<file path="src/hdl/zlhp_pkg.sv">
// shared types, constants and helpers for the zip local header parser
// no dependencies; used by every module of the block
package zlhp_pkg;

    localparam int HDR_BYTES = 30;
    localparam int POS_W     = 5;
    localparam int DATA_W    = 208;

    localparam logic [7:0] MAGIC_B0 = 8'h50;
    localparam logic [7:0] MAGIC_B1 = 8'h4B;
    localparam logic [7:0] MAGIC_B2 = 8'h03;
    localparam logic [7:0] MAGIC_B3 = 8'h04;

    // item kind on the input stream
    localparam logic KIND_DATA = 1'b0;
    localparam logic KIND_EOF  = 1'b1;

    typedef enum logic [3:0] {
        ST_OK          = 4'd0,
        ST_SHORT       = 4'd1,
        ST_BAD_MAGIC   = 4'd2,
        ST_TR_VERSION  = 4'd3,
        ST_TR_FLAGS    = 4'd4,
        ST_TR_METHOD   = 4'd5,
        ST_TR_TIME     = 4'd6,
        ST_TR_DATE     = 4'd7,
        ST_TR_CRC      = 4'd8,
        ST_TR_CSIZE    = 4'd9,
        ST_TR_USIZE    = 4'd10,
        ST_TR_NAME_LEN = 4'd11,
        ST_TR_EXTRA    = 4'd12
    } status_t;

    typedef struct packed {
        status_t      status;
        logic [15:0]  version_needed;
        logic [15:0]  flag_bits;
        logic [15:0]  method;
        logic [15:0]  mod_time;
        logic [15:0]  mod_date;
        logic [31:0]  crc_value;
        logic [31:0]  compressed_size;
        logic [31:0]  uncompressed_size;
        logic [15:0]  name_length;
        logic [15:0]  extra_length;
    } result_t;

    // status for an end of file seen at byte count pos
    function automatic status_t truncated_code(input logic [POS_W-1:0] pos);
        status_t code;
        if      (pos < 5'd4)  code = ST_SHORT;
        else if (pos < 5'd6)  code = ST_TR_VERSION;
        else if (pos < 5'd8)  code = ST_TR_FLAGS;
        else if (pos < 5'd10) code = ST_TR_METHOD;
        else if (pos < 5'd12) code = ST_TR_TIME;
        else if (pos < 5'd14) code = ST_TR_DATE;
        else if (pos < 5'd18) code = ST_TR_CRC;
        else if (pos < 5'd22) code = ST_TR_CSIZE;
        else if (pos < 5'd26) code = ST_TR_USIZE;
        else if (pos < 5'd28) code = ST_TR_NAME_LEN;
        else                  code = ST_TR_EXTRA;
        return code;
    endfunction

endpackage

</file>
<file path="src/hdl/zlhp_capture.sv">
// byte position counter, magic check and header byte store
// depends on zlhp_pkg
module zlhp_capture (
    input  logic              clk,
    input  logic              rst_n,
    input  logic              take,
    input  logic              kind,
    input  logic [7:0]        data_byte,
    output logic              res_valid,
    output zlhp_pkg::result_t res
);
    import zlhp_pkg::*;

    logic [POS_W-1:0] pos_reg, pos_next;
    logic             reported_reg, reported_next;
    logic             magic_ok_reg, magic_ok_next;
    logic [7:0]       hdr_reg [4:HDR_BYTES-2];
    logic             store_en;
    logic [7:0]       magic_exp;

    always_comb
    begin
        unique case (pos_reg[1:0])
            2'd0:    magic_exp = MAGIC_B0;
            2'd1:    magic_exp = MAGIC_B1;
            2'd2:    magic_exp = MAGIC_B2;
            default: magic_exp = MAGIC_B3;
        endcase
    end

    always_comb
    begin
        pos_next      = pos_reg;
        reported_next = reported_reg;
        magic_ok_next = magic_ok_reg;
        store_en      = 1'b0;
        res_valid     = 1'b0;
        res           = '0;
        res.status    = ST_OK;
        if (take)
        begin
            if (kind == KIND_EOF)
            begin
                res_valid     = !reported_reg;
                res.status    = truncated_code(pos_reg);
                pos_next      = '0;
                reported_next = 1'b0;
                magic_ok_next = 1'b1;
            end
            else if (!reported_reg && pos_reg < POS_W'(HDR_BYTES))
            begin
                store_en = 1'b1;
                pos_next = pos_reg + 1'b1;
                if (pos_reg < 5'd4)
                    magic_ok_next = magic_ok_reg && (data_byte == magic_exp);
                if (pos_reg == 5'd3 && !magic_ok_next)
                begin
                    res_valid     = 1'b1;
                    res.status    = ST_BAD_MAGIC;
                    reported_next = 1'b1;
                end
                else if (pos_reg == POS_W'(HDR_BYTES - 1))
                begin
                    // last header byte arrives with the request itself
                    res_valid             = 1'b1;
                    reported_next         = 1'b1;
                    res.version_needed    = {hdr_reg[5],  hdr_reg[4]};
                    res.flag_bits         = {hdr_reg[7],  hdr_reg[6]};
                    res.method            = {hdr_reg[9],  hdr_reg[8]};
                    res.mod_time          = {hdr_reg[11], hdr_reg[10]};
                    res.mod_date          = {hdr_reg[13], hdr_reg[12]};
                    res.crc_value         = {hdr_reg[17], hdr_reg[16],
                                             hdr_reg[15], hdr_reg[14]};
                    res.compressed_size   = {hdr_reg[21], hdr_reg[20],
                                             hdr_reg[19], hdr_reg[18]};
                    res.uncompressed_size = {hdr_reg[25], hdr_reg[24],
                                             hdr_reg[23], hdr_reg[22]};
                    res.name_length       = {hdr_reg[27], hdr_reg[26]};
                    res.extra_length      = {data_byte,   hdr_reg[28]};
                end
            end
        end
    end

    always_ff @(posedge clk or negedge rst_n)
    begin
        if (!rst_n)
        begin
            pos_reg      <= '0;
            reported_reg <= 1'b0;
            magic_ok_reg <= 1'b1;
        end
        else
        begin
            pos_reg      <= pos_next;
            reported_reg <= reported_next;
            magic_ok_reg <= magic_ok_next;
        end
    end

    // header bytes, each written at its own position
    always_ff @(posedge clk)
    begin
        for (int i = 4; i <= HDR_BYTES - 2; i++)
        begin
            if (store_en && pos_reg == POS_W'(i))
                hdr_reg[i] <= data_byte;
        end
    end

endmodule

</file>
<file path="src/hdl/zlhp_out_stage.sv">
// result register between the parser logic and the output stream
// depends on zlhp_pkg
module zlhp_out_stage (
    input  logic              clk,
    input  logic              rst_n,
    input  logic              res_valid,
    input  zlhp_pkg::result_t res,
    output logic              can_take,
    output logic              out_valid,
    input  logic              out_ready,
    output zlhp_pkg::result_t out_res
);
    import zlhp_pkg::*;

    logic    valid_reg, valid_next;
    result_t res_reg;

    assign can_take  = !valid_reg || out_ready;
    assign out_valid = valid_reg;
    assign out_res   = res_reg;

    always_comb
    begin
        valid_next = valid_reg;
        if (can_take)
            valid_next = res_valid;
    end

    always_ff @(posedge clk or negedge rst_n)
    begin
        if (!rst_n)
            valid_reg <= 1'b0;
        else
            valid_reg <= valid_next;
    end

    always_ff @(posedge clk)
    begin
        if (can_take && res_valid)
            res_reg <= res;
    end

endmodule

</file>
<file path="src/hdl/zip_local_header_parser.sv">
// top level of the zip local file header parser
// depends on zlhp_pkg, zlhp_capture and zlhp_out_stage
//
// channel   dir  tdata                 tuser
// s_axis    in   data_byte (8)         kind (1): 0 data byte, 1 end of file
// m_axis    out  header fields (208)   status (4)
//
// one request per cycle; a request that yields a result has it on m_tvalid
// the next cycle, set by the single result register
// the position counter, the reported flag, the magic flag and the stored
// header bytes carry state between requests; reset clears all but the header
// bytes, and clears the result register valid bit
// input stalls only while a result waits and m_tready is low
module zip_local_header_parser (
    input  logic         clk,
    input  logic         rst_n,
    // input stream
    input  logic         s_tvalid,
    output logic         s_tready,
    input  logic [7:0]   s_tdata,   // data_byte[7:0]
    input  logic         s_tuser,   // kind
    // result stream
    output logic         m_tvalid,
    input  logic         m_tready,
    // version_needed[15:0], flag_bits[31:16], method[47:32], mod_time[63:48],
    // mod_date[79:64], crc_value[111:80], compressed_size[143:112],
    // uncompressed_size[175:144], name_length[191:176], extra_length[207:192]
    output logic [207:0] m_tdata,
    output logic [3:0]   m_tuser    // status
);
    import zlhp_pkg::*;

    logic    take;
    logic    can_take;
    logic    res_valid;
    result_t res;
    result_t out_res;

    // a request is taken whenever the result register can move
    assign s_tready = can_take;
    assign take     = s_tvalid && can_take;

    zlhp_capture u_capture (
        .clk       (clk),
        .rst_n     (rst_n),
        .take      (take),
        .kind      (s_tuser),
        .data_byte (s_tdata),
        .res_valid (res_valid),
        .res       (res)
    );

    zlhp_out_stage u_out (
        .clk       (clk),
        .rst_n     (rst_n),
        .res_valid (res_valid),
        .res       (res),
        .can_take  (can_take),
        .out_valid (m_tvalid),
        .out_ready (m_tready),
        .out_res   (out_res)
    );

    // first field in the low bits
    assign m_tuser = out_res.status;
    assign m_tdata = {out_res.extra_length, out_res.name_length,
                      out_res.uncompressed_size, out_res.compressed_size,
                      out_res.crc_value, out_res.mod_date, out_res.mod_time,
                      out_res.method, out_res.flag_bits, out_res.version_needed};

endmodule
</file>
<file path="config.mk">
export PLATFORM = sky130hd
export DESIGN_NAME = zip_local_header_parser
export DESIGN_NICKNAME = d
export VERILOG_FILES = /design/src/hdl/zlhp_pkg.sv /design/src/hdl/zlhp_capture.sv /design/src/hdl/zlhp_out_stage.sv /design/src/hdl/zip_local_header_parser.sv
export SDC_FILE = /design/constraint.sdc
export NUM_CORES = 1
export LEC_CHECK = 0
export BUFFER_PORTS_ARGS = -buffer_cell sky130_fd_sc_hd__buf_2
export CELL_PAD_IN_SITES_DETAIL_PLACEMENT = 1
export CELL_PAD_IN_SITES_GLOBAL_PLACEMENT = 2
export CORE_ASPECT_RATIO = 1.2
export CORE_UTILIZATION = 40
export DETAILED_ROUTE_END_ITERATION = 10
export HOLD_SLACK_MARGIN = 0.02
export PLACE_DENSITY = 0.76
export SLEW_MARGIN = 20
export SYNTH_ARGS = -nofsm -noshare
export SYNTH_HDL_FRONTEND = slang
export SYNTH_SLANG_ARGS = --single-unit
</file>
<file path="constraint.sdc">
create_clock -name clk -period 29.9 [get_ports clk]
set_input_delay 1.495 -clock clk [delete_from_list [all_inputs] [get_ports clk]]
set_output_delay 1.495 -clock clk [all_outputs]
set_load 0.02 [all_outputs]
</file>
# Yosys cells after proc, flatten, opt, wreduce, memory -nomap -nowiden
# Memory sizes are Yosys's and may differ from the RTL's.
# Index checks and enable logic that the tools add are counted.
totals:
  elab_cells: 283
  mem_bits_rw: 200
  mem_count: 1
  ff_bits: 220
  out_inout_bits: 214
op_classes:
  reduce_logical: 64
  mux: 158
  n_bitwise: 3
  n_lt_le_gt_ge: 11
  addsub: 1
  n_eq_ne: 30
memory_table:
  columns: ["name", "depth", "word_bits", "rd", "rd_clocked_by_memory_dff", "write_ports", "line", "rtl"]
  rows:
  - ["u_capture.hdr_reg", 25, 8, 25, 0, 1, "zlhp_capture.sv:17", "logic [7:0] hdr_reg [4:HDR_BYTES-2];"]
ops:
  columns: ["operator", "count"]
  rows:
  - ["208-bit 2-to-1 mux", 2]
  - ["212-bit 2-to-1 mux", 1]
  - ["8-bit 2-to-1 mux", 24]
  - ["8-bit OR reduction", 24]
  - ["5-bit 2-to-1 mux", 26]
  - ["1-bit 2-to-1 mux", 92]
  - ["5-bit == test (second input constant)", 14]
  - ["5-bit by 4-bit == test with 1-bit output (second input constant)", 8]
  - ["4-bit 2-to-1 mux", 10]
  - ["1-bit logical AND", 30]
  - ["5-bit < comparator (second input constant)", 5]
  - ["7-bit case mux with 3 select lines", 1]
  - ["5-bit by 3-bit == test with 1-bit output (second input constant)", 4]
  - ["5-bit by 4-bit < comparator with 1-bit output (second input constant)", 4]
  - ["5-bit by 3-bit < comparator with 1-bit output (second input constant)", 2]
  - ["8-bit by 7-bit == test with 1-bit output", 1]
  - ["5-bit by 1-bit adder with 5-bit output (second input constant)", 1]
  - ["5-bit by 2-bit == test with 1-bit output (second input constant)", 1]
  - ["5-bit OR reduction", 1]
  - ["1-bit logical NOT", 3]
  - ["3-bit 2-to-1 mux", 1]
  - ["1-bit inverter", 3]
  - ["3-bit AND reduction", 1]
  - ["3-bit nonzero test", 1]
  - ["7 further kinds", 7]

# Longest topological paths before layout
depth:
  depth_word: 33
  depth_mapped: 9
  mapped_depth_nobuf: 6

# Modules after synthesis
# From an unflattened synthesis, not the netlist that was laid out.
unflattened:
  cells_unflattened: 771
  area_unflattened_um2: 14725.4
by_module_without_submodules:
  columns: ["module", "n_inst", "cells_each", "seq_area_each_um2", "area_each_um2"]
  rows:
  - ["zlhp_capture", 1, 554, 6182.2, 8299.2]
  - ["zlhp_out_stage", 1, 216, 6391.1, 6419.9]
  - ["zip_local_header_parser", 1, 1, 0.0, 6.3]

# Worst setup path after synthesis
# No wires, ideal clock.
synth_path:
  path_type: "in2reg"
  start: "in s_tuser"
  end: "reg u_out.res_reg, in the netlist u_out.out_res[0] (enable)"
  t_arrival_ns: 16.301
  path_buffers: 0
  cell_stages: 4
  slack_ns: 12.554
  setup_time_ns: 1.045
  path_cell_list: "a41oi_1 o31a_1 or3_1 nor3_1"
synth_via:
  elab_chain_cells: 3
synth_lines:
  columns: ["element", "line", "rtl"]
  rows:
  - ["start, declared", "zip_local_header_parser.sv:21", "input logic s_tuser,"]
  - ["1-bit 2-to-1 mux", "zlhp_capture.sv:42", "if (kind == KIND_EOF)"]
  - ["1-bit 2-to-1 mux", "zlhp_capture.sv:40", "if (take)"]
  - ["1-bit logical AND", "zlhp_out_stage.sv:39", "if (can_take && res_valid)"]
  - ["end signal, assigned", "zlhp_out_stage.sv:40", "res_reg <= res;"]
  - ["end, declared", "zlhp_out_stage.sv:16", "result_t res_reg;"]
# No other way between the ends.
# A chain may end at the register's enable or synchronous reset.

# Final worst setup path
layout_path:
  start: "in m_tready"
  end: "reg u_out.res_reg, in the netlist u_out.out_res[122] (data pin)"
layout_via:
  elab_chain_cells: 4
layout_lines:
  columns: ["element", "line", "rtl"]
  rows:
  - ["start, declared", "zip_local_header_parser.sv:24", "input logic m_tready,"]
  - ["1-bit logical OR", "zlhp_out_stage.sv:18", "assign can_take = !valid_reg || out_ready;"]
  - ["1-bit logical AND", "zip_local_header_parser.sv:41", "assign take = s_tvalid && can_take;"]
  - ["1-bit inverter (no line)", null, null]
  - ["5-bit OR reduction (no line)", null, null]
# No other way between the ends.

==> results.txt <==
antenna violations before repair = 0
WHS = 0.503 ns
area share of the largest cell type after synthesis = 83.5%
worst reg2reg setup slack = 26.23 ns
fmax = 258 MHz
Hold Path Stages = 1
IO buf count = 226
IO Pins = 227
Final nets = 1043
worst slew pin tran = 0.995 ns
clk sink count = 420
DRT antenna net count = 0
Top FF cell, synth = edfxtp_1
register area = 0.0126 mm^2
DR DRC count = 0
worst min path class = reg2reg
Worst VDD drop = 0.0396 mV
CTS H-tree lvls = 2
layout cells sized above 1 = 27.9%
power density cells = 70.5 mW/mm^2
Leak Pwr = 6.37 nW
WP data required = 30.30 ns
cts repair resizes = 0
post-synth design cell area = 0.0148 mm^2
row count = 76
die area = 0.0378 mm^2
# diodes = 0
syn_nets = 799
max reg flops = 212
Register-to-Register Path Depth = 8
CTS clk-pin slew, worst paths = 0.06 ns
Vias = 7213
drt total wl = 32.1 mm
Setup Fix Bufs, Post-CTS = 0
initial core utilization = 40.9%
vias per cell = 4.74
DR pass1 iterations = 4
global-route wire length before repair = 46.7 mm
Setup violations, final = 0
final setup TNS = 0 ns
Post-synth EDFFs = 412
clk_lat worst skew = 0.54 ns
vias in the first global route = 7440
CTS tree = yes
filler instances = 3466
hold-fix buffers at CTS = 0
crit path capture type = flop
Synth Instances = 780
Yosys top cell by area = edfxtp_1
final worst path period need = 3.87 ns
CORE AREA = 0.0362 mm^2
Synth Area per Inst = 19.0 um^2
Max clock buf depth = 3
register area share after synthesis = 84.9%
RSZ-0062 raised after global routing = false
Iteration-0 DRC Markers = 490
Placer Congestion = 0.753
CP arrival = 4.27 ns
MaxCap Viol Count = 0
synthesis-to-layout area growth = 19.6%
root buffer cell = clkbuf_16
largest net degree at the start of global routing = 213
pins over their slew limit = 0
DR WL/cell = 21.1 um
Yosys reg bits = 420
final hold violations = 0
Startpoint Class = primary input
worst-path maximum fanout = 117
total gr overflow = 0
critical path class = in2reg
Layout Skew = 0.0222 ns
Die Wd = 178 um
Async SR Flop Fraction = 1.90%
Multi-input gate area = 0.00208 mm^2
Num CTS Buffers = 40
final period utilization = 12.9%
top cells by area, synth = edfxtp_1, and2_1, dfrtp_1
hpwl dp = 19.7 mm
status = finished, final reports clean
synth unique cells = 39
GRT Util Overall = 17.0%
warnings from Yosys = 0
Slew HR = 33.1%
chip height = 213 um
## synth_stat cells, types with 3 or more instances
master    instances
o21ai_0           6
nor3_1            5
buf_4             4
o21bai_1          3
nand2b_1          3
nand3_1           3
nor2_1           23
nor4_1            7
a21oi_1           5
clkbuf_1         15
inv_1             4
xnor2_1           4
ha_1              6
and2_1          210
edfxtp_1        412
buf_6            11
nand2_1          16
dfrtp_1           7
and3_1            5
or3_1             3
nand4_1           5
a41oi_1           3
## worst max-delay path, stage by stage
cell and delay, ns:
buf_2 0.07, nand2b_1 0.30, nand3_2 0.29, nor4_4 0.33
buf_4 0.60, buf_4 0.83, and2_1 0.24
## metal layers
| layer | GRT usage [%] | part of all wire, % |
|---|---|---|
| met1 | 20.9 | 41 |
| met2 | 30.5 | 53 |
| met3 | 2.65 | 4.2 |
| met4 | 5.45 | 2.2 |
| met5 | 0 | 0 |
## layout by cell type (no fill, tap or decap), drive strengths merged, types with 6 or more instances in the layout
cell	instances
buf	233
nor2	24
nand2	16
o21ai	6
nor4	8
clkbuf	52
ha	6
and2	210
dfrtp	7
clkinv	18
edfxtp	412
## where the power goes
part | internal, mW | total (mW) | switching (mW)
clock network | 0.274 | 0.482 | 0.207
registers | 0.671 | 0.684 | 0.0133
logic | 0.0212 | 0.0841 | 0.0629
total | 0.966 | 1.25 | 0.283
## through the flow
step                      area, um^2  instances  util [%]  setup WS [ns]  power, mW
after floorplan                14800        780         -          12.55      0.753
after global placement         16400       1449      45.3          25.57      0.780
after detailed placement       16400       1449      45.4          25.44      0.783
after CTS                      17700       1522      48.8          25.98       1.26
after global routing           17700       1523      48.9          25.72       1.29
final                          17700       1523      48.9          26.03       1.25
## cell type report
class                   count  area share (%)
repair buffers            233            6.86
flip-flops and latches    420            71.0
well taps                 468            3.31
inverters                   5           0.106
multi-input cells         324            11.7
clock buffers              52            6.14
clock inverters            21           0.883
## cells by family after synthesis
kind of cell	count (synthesis)	share of synthesized area, %
AOI/OAI and AO/OA	27	1.23
and+or+nand+nor	286	11.5
adders and majority gates	6	0.507
DFF	420	84.9
buffers and inverters	36	1.57
xor gates and xnor gates	5	0.296
## final timing paths
| kind | startpoint | endpoint |
|---|---|---|
| worst max register to register | u_capture.pos_reg[1] | u_out.out_res[54] |
| worst min register to register | u_capture.hdr_reg[0][65] | u_out.out_res[161] |
| max in group asynchronous | rst_n | u_capture.magic_ok_reg |
| min in group asynchronous | rst_n | u_capture.pos_reg[4] |
| worst max-delay path | m_tready | u_out.out_res[122] |
| worst min-delay path | u_capture.hdr_reg[0][65] | u_out.out_res[161] |
Power figures use the tool's default switching activity.
